===== src/rtl/mbbs_pkg.sv =====
package mbbs_pkg;

    localparam int MAX_VERTICES_DEF = 1024;
    localparam int COORD_W = 32;
    localparam int VTX_W = 3 * COORD_W;
    localparam int SQ_W = 64;
    localparam int ROOT_W = 32;

    // Controller states.
    typedef enum logic [2:0] {
        ST_LOAD,
        ST_BOX,
        ST_SCAN,
        ST_DRAIN,
        ST_ROOT,
        ST_DONE
    } t_state;

    // Commands from controller to datapath.
    typedef struct packed {
        logic accept;
        logic calc_box;
        logic scan_rd;
        logic scan_use;
        logic root_start;
        logic done;
    } t_cmd;

    // Status from datapath to controller.
    typedef struct packed {
        logic scan_last;
        logic root_done;
    } t_stat;

endpackage


===== src/rtl/mbbs_ctrl.sv =====
module mbbs_ctrl (
    input  logic           i_clk,
    input  logic           i_rst_n,
    input  logic           i_start,
    input  logic           i_last_vertex,
    input  mbbs_pkg::t_stat i_stat,
    output mbbs_pkg::t_cmd  o_cmd,
    output logic           o_busy
);
    import mbbs_pkg::*;

    t_state r_state, n_state;

    // State register.
    always_ff @(posedge i_clk) begin
        if (!i_rst_n) begin
            r_state <= ST_LOAD;
        end else begin
            r_state <= n_state;
        end
    end

    // Next state.
    always_comb begin
        n_state = r_state;
        case (r_state)
            ST_LOAD:  if (i_start && i_last_vertex) n_state = ST_BOX;
            ST_BOX:   n_state = ST_SCAN;
            ST_SCAN:  if (i_stat.scan_last) n_state = ST_DRAIN;
            ST_DRAIN: n_state = ST_ROOT;
            ST_ROOT:  if (i_stat.root_done) n_state = ST_DONE;
            ST_DONE:  n_state = ST_LOAD;
            default:  n_state = ST_LOAD;
        endcase
    end

    // Outputs.
    always_comb begin
        o_cmd = '0;
        o_busy = 1'b1;
        case (r_state)
            ST_LOAD: begin
                o_busy = 1'b0;
                o_cmd.accept = i_start;
            end
            ST_BOX:   o_cmd.calc_box = 1'b1;
            ST_SCAN: begin
                o_cmd.scan_rd = 1'b1;
                o_cmd.scan_use = 1'b1;
            end
            ST_DRAIN: begin
                o_cmd.scan_use = 1'b1;
                o_cmd.root_start = 1'b1;
            end
            ST_ROOT:  ;
            ST_DONE:  o_cmd.done = 1'b1;
            default:  ;
        endcase
    end

endmodule


===== config.mk =====
export PLATFORM = sky130hd
export DESIGN_NAME = mbbs_ctrl
export DESIGN_NICKNAME = d
export VERILOG_FILES = /design/src/rtl/mbbs_pkg.sv /design/src/rtl/mbbs_ctrl.sv
export SDC_FILE = /design/constraint.sdc
export NUM_CORES = 1
export LEC_CHECK = 0
export BUFFER_PORTS_ARGS = -buffer_cell sky130_fd_sc_hd__buf_4
export CORE_AREA = 4 4 41 43
export DETAILED_ROUTE_END_ITERATION = 8
export DIE_AREA = 0 0 45 47
export GPL_TIMING_DRIVEN = 0
export PLACE_DENSITY = 0.43
export SKIP_CTS_REPAIR_TIMING = 1
export SYNTH_ARGS = -nofsm -noshare
export SYNTH_HDL_FRONTEND = slang
export SYNTH_SLANG_ARGS = --single-unit

===== constraint.sdc =====
create_clock -name i_clk -period 1.35 [get_ports i_clk]
set_clock_uncertainty 0.2 [all_clocks]
set_input_delay 0.2025 -clock i_clk [delete_from_list [all_inputs] [get_ports i_clk]]
set_output_delay 0.2025 -clock i_clk [all_outputs]
set_load 0.01 [all_outputs]

==> results of run 1 <==
## power by group
group          total, mW  switching [mW]  internal [mW]
Combinational      0.378           0.137          0.241
Clock              0.166          0.0546          0.111
Sequential         0.147          0.0316          0.115
## synth_stat cells
cell type	n	area, um2
buf_6	1	11.3
nand2_1	1	3.75
xnor2_1	1	8.76
o21a_1	1	7.51
nor2b_1	1	6.26
nor2_2	1	6.26
inv_1	2	7.51
and3b_2	1	10.0
and2_4	1	8.76
dfxtp_1	3	60.1
buf_4	1	7.51
and4b_1	1	10.0
nor2b_4	1	13.8
or3_4	1	11.3
a211oi_1	1	7.51
nor3b_1	3	22.5
o21ai_0	2	10.0
## worst max path at each step
| stage | from | end | slack (ns) | depth (start not counted) |
|---|---|---|---|---|
| 6_report | r_state[2]$_SDFFE_PN0P_ | o_cmd[5] | -0.24 | 3 |
| 5_1_grt | r_state[0]$_SDFFE_PN0P_ | o_cmd[5] | -0.28 | 4 |
| 4_1_cts | r_state[1]$_SDFFE_PN0P_ | o_cmd[5] | -0.31 | 4 |
| 3_5_place_dp | r_state[2]$_SDFFE_PN0P_ | o_cmd[5] | -0.05 | 3 |
| 3_3_place_gp | r_state[2]$_SDFFE_PN0P_ | o_cmd[5] | -0.05 | 3 |
| 2_1_floorplan | r_state[1]$_SDFFE_PN0P_ | o_cmd[5] | 0.006 | 3 |
## metrics by stage
stage / cell area [um2] / hold WS (ns) / TNS (ns)
floorplan: 213 / 0.120 / 0
global placement: 322 / 0.228 / -0.0534
detailed placement: 322 / 0.226 / -0.0624
CTS: 348 / -0.0249 / -1.14
global route: 432 / 0.233 / -1.24
finish: 432 / 0.186 / -0.986
## metal layers
layer	routed length [um]	part of all wire, %	global-route usage, %
met4	19	3.1	7.02
met3	22	3.5	3.45
met5	0	0	0
met2	346	56	9.04
met1	231	37	5.44
## final cells by class
cell class / instances / area (um2)
Fill cell: 138 / 870
Timing Repair Buffer: 19 / 156
Multi-Input combinational cell: 16 / 144
Sequential cell: 3 / 67.6
Clock buffer: 4 / 26.3
Tap cell: 15 / 18.8
Buffer: 1 / 11.3
Inverter: 2 / 7.51
## kinds of logic (layout without fill, tap and decap cells)
family / after synthesis / in the layout
compound gates: 4 / 4
xor+xnor: 1 / 1
buf+inv: 4 / 26
flops: 3 / 3
simple gates: 11 / 11
## critical path, stage by stage, from the launching register on
cell,delay [ns]
dfxtp_4,0.36
or3_4,0.39
nor2_2,0.08
buf_4,0.12
==> impl_metrics.yaml, run 1 <==
min_path:
  min-delay-start: "i_stat[0]"
  holdPathStages: 4
  hp-class: "in2reg"
  min_to: "r_state[0]$_SDFFE_PN0P_"
worst_setup_path:
  cp.required_ns: 0.95
  critical_path_class: "reg2out"
  ff2ff_setup_slack_ns: 0.05
  arrival_ns: 1.19
  critPathLaunchType: "flip-flop"
  crit_fanout: 7
  rr_worst_depth: 5
  rr_startpoint: "r_state[0]$_SDFFE_PN0P_"
  r2r_end: "r_state[2]$_SDFFE_PN0P_"
  end_kind: "output pin"
synth:
  synth_mux_area_share_pct: 0
  yosys_warnings: 0
  synth_top_family_by_area: "simple AND/OR/NAND/NOR gates"
  avgSynthCellArea_um2: 9.25
  yosysSeqAreaShare_pct: 28.2
  synth_compound_area_share_pct: 11.8
  synthXorXnorAreaFrac_pct: 4.12
  syn_inst: 23
  syn-num-nets: 29
  yosysUniqueCellTypes: 17
  synthSimpleGateAreaFrac_pct: 43.5
  synth-seq-cells: 3
  synth_area_um2: 213
  synthAdderAreaFrac_pct: 0
route:
  vias: 251
  wl_um: 620
  dr.first_iter.drc_count: 3
  ant_nets: 0
  drc: 0
  routed_via_density: 4.18
  drt_pass1_iterations: 3
  wire_per_inst_um: 10.3
clock_network:
  cts.sinks: 3
  cts_tree: "yes"
  cts-htree-levels: 1
  clockBufferDepth: 2
  cts_root_buffer: "clkbuf_4"
  numCtsBuffers: 3
  clock_latency_ns: 0.24
  cts.clk_slew.worst_paths_ns: 0.04
layout:
  largest_register_ffs: 3
  nNetsFinal: 52
  most-common-layout-cells: "15 x buf_4, 4 x buf_6, 3 x clkbuf_4"
  areaGrowthSynthToFinish_pct: 103
  fin_cells: 60
  drive_above_1_share_pct: 71.1
  top_register: "r_state"
  final_common_cell: "buf_4"
  reg_top3: "r_state x3"
  diodes: 0
  final_util_pct: 33.2
sta:
  fmax_ghz: 0.629
  fin_crit_sh_pct: 118
  worstMarginPinSlew_ns: 0.162
  worst_slack_ns: -0.239
  max_slew_margin_pct: 89.2
  final_hold_viol_count: 0
  setup_violations: 7
  rsz0062_at_grt: "yes"
  slew_violations: 0
  layout_min_cycle_time_ns: 1.59
placed_design:
  portBuffers: 12
  dp_hpwl_um: 385
  dp_slack_ns: -0.0549
  finalWeightedCongestion: 0.653
  placed_cells: 50
grt:
  grt_pass1_vias: 219
  grt_pass1_wl_um: 834
  antenna_found_initial: 0
  overflow: 0
  grt_max_degree: 10
  track_usage_pct: 6.08
floorplanning:
  io_pins: 13
  start_util_pct: 16.3
  core_mm2: 0.00130
  num_rows: 13
  die_x_um: 45
  die_h_um: 47
  die-area_mm2: 0.00212
status:
  status: "finished with violations"
  violations: "setup timing"
pwr:
  vdd_drop_max_mv: 0.584
  p_leak_nw: 0.208
  power_density_mw_per_mm2: 1600
  p_total_uw: 691
run:
  cap_viol_max_count: 0
(Power assumes the default switching activity.)
==> run 2: changes to the inputs <==
--- a/config.mk
+++ b/config.mk
@@ -5,12 +5,12 @@
 export SDC_FILE = /design/constraint.sdc
 export NUM_CORES = 1
 export LEC_CHECK = 0
-export BUFFER_PORTS_ARGS = -buffer_cell sky130_fd_sc_hd__buf_4
 export CORE_AREA = 4 4 41 43
 export DETAILED_ROUTE_END_ITERATION = 8
 export DIE_AREA = 0 0 45 47
+export DONT_BUFFER_PORTS = 1
 export GPL_TIMING_DRIVEN = 0
-export PLACE_DENSITY = 0.43
+export PLACE_DENSITY = 0.35
 export SKIP_CTS_REPAIR_TIMING = 1
 export SYNTH_ARGS = -nofsm -noshare
 export SYNTH_HDL_FRONTEND = slang
==> impl_metrics.yaml, run 2 (synthesized netlist as in run 1, its figures left out) <==
sta:
  final_hold_viol_count: 0
  fin_crit_sh_pct: 117
  worst_slack_ns: -0.233
  layout_min_cycle_time_ns: 1.58
  worstMarginPinSlew_ns: 0.251
  rsz0062_at_grt: "yes"
  fmax_ghz: 0.632
  whs_ns: 0.0781
  slew_violations: 0
  setup_violations: 8
  max_slew_margin_pct: 83.2
clock_network:
  cts.sinks: 3
  cts_root_buffer: "clkbuf_4"
  clock_latency_ns: 0.23
  cts_tree: "yes"
  numCtsBuffers: 3
  cts-htree-levels: 1
  clockBufferDepth: 2
  cts.clk_slew.worst_paths_ns: 0.04
grt:
  grt_max_degree: 10
  grt_pass1_vias: 187
  overflow: 0
  grt_pass1_wl_um: 786
  track_usage_pct: 5.68
  antenna_found_initial: 0
floorplanning:
  io_pins: 13
  die-area_mm2: 0.00212
  core_mm2: 0.00130
  die_h_um: 47
  start_util_pct: 16.3
  num_rows: 13
  die_x_um: 45
route:
  dr.first_iter.drc_count: 0
  vias: 172
  drc: 0
  wl_um: 473
  routed_via_density: 3.82
  wire_per_inst_um: 10.5
  ant_nets: 0
  drt_pass1_iterations: 1
min_path:
  min_to: "r_state[0]$_SDFFE_PN0P_"
  holdPathStages: 3
  hp-class: "in2reg"
  min-delay-start: "i_stat[1]"
placed_design:
  placed_cells: 38
  finalWeightedCongestion: 0.628
  dp_slack_ns: -0.0464
  dp_hpwl_um: 360
  portBuffers: 0
worst_setup_path:
  ff2ff_setup_slack_ns: -0.03
  r2r_end: "r_state[2]$_SDFFE_PN0P_"
  cp.required_ns: 0.95
  arrival_ns: 1.18
  rr_worst_depth: 6
  critPathLaunchType: "flip-flop"
  crit_fanout: 3
  critical_path_class: "reg2out"
  rr_startpoint: "r_state[0]$_SDFFE_PN0P_"
  end_kind: "output pin"
status:
  violations: "setup timing"
  status: "finished with violations"
layout:
  nNetsFinal: 37
  drive_above_1_share_pct: 56.7
  multiInputGateArea_um2: 144
  final_util_pct: 24.1
  top_register: "r_state"
  seqCellArea_um2: 66.3
  reg_top3: "r_state x3"
  most-common-layout-cells: "3 x buf_6, 3 x clkbuf_4"
  largest_register_ffs: 3
  diodes: 0
  nFillCells: 159
  fin_cells: 45
  areaGrowthSynthToFinish_pct: 47.6
pwr:
  p_leak_nw: 0.130
  vdd_drop_max_mv: 0.726
  p_total_uw: 578
  power_density_mw_per_mm2: 1840
run:
  cap_viol_max_count: 0
-- run 2: worst max-delay path, stage by stage, from the launching register on --
cell and delay [ns]:
dfxtp_2 0.31, buf_6 0.11, or3_4 0.39, nor2_4 0.14
-- run 2: how the worst max path moves through the flow --
stage / startpoint / end / depth (start not counted)
2_1_floorplan: r_state[1]$_SDFFE_PN0P_ / o_cmd[5] / 3
3_3_place_gp: r_state[2]$_SDFFE_PN0P_ / o_cmd[5] / 2
3_5_place_dp: r_state[2]$_SDFFE_PN0P_ / o_cmd[5] / 2
4_1_cts: r_state[2]$_SDFFE_PN0P_ / o_cmd[5] / 2
5_1_grt: r_state[0]$_SDFFE_PN0P_ / o_cmd[5] / 3
6_report: r_state[0]$_SDFFE_PN0P_ / o_cmd[5] / 3
-- run 2: power breakdown --
part / internal (mW) / switching (mW) / total [mW]
clock: 0.111 / 0.0432 / 0.154
combinational: 0.158 / 0.116 / 0.275
sequential: 0.118 / 0.0314 / 0.149
total: 0.387 / 0.191 / 0.578
-- run 2: area by class of cell --
cell class	instances	share of cell area (%)
plain buffers	1	3.59
clock buffers	4	8.37
multi-input cells	16	45.8
flip-flops and latches	3	21.1
inverters	2	2.39
well taps	15	5.98
repair buffers	4	12.7
-- run 2: metal layers --
layer | track usage, % | wire [um]
met1 | 5.44 | 197
met2 | 7.34 | 239
met3 | 6.13 | 36
met4 | 3.51 | 0
met5 | 0 | 0
-- run 2: metrics by stage --
stage / cell area (um2) / TNS (ns)
global route: 314 / -1.44
detailed placement: 231 / -0.0464
finish: 314 / -0.978
CTS: 258 / -0.941
floorplan: 213 / 0
global placement: 231 / -0.0321
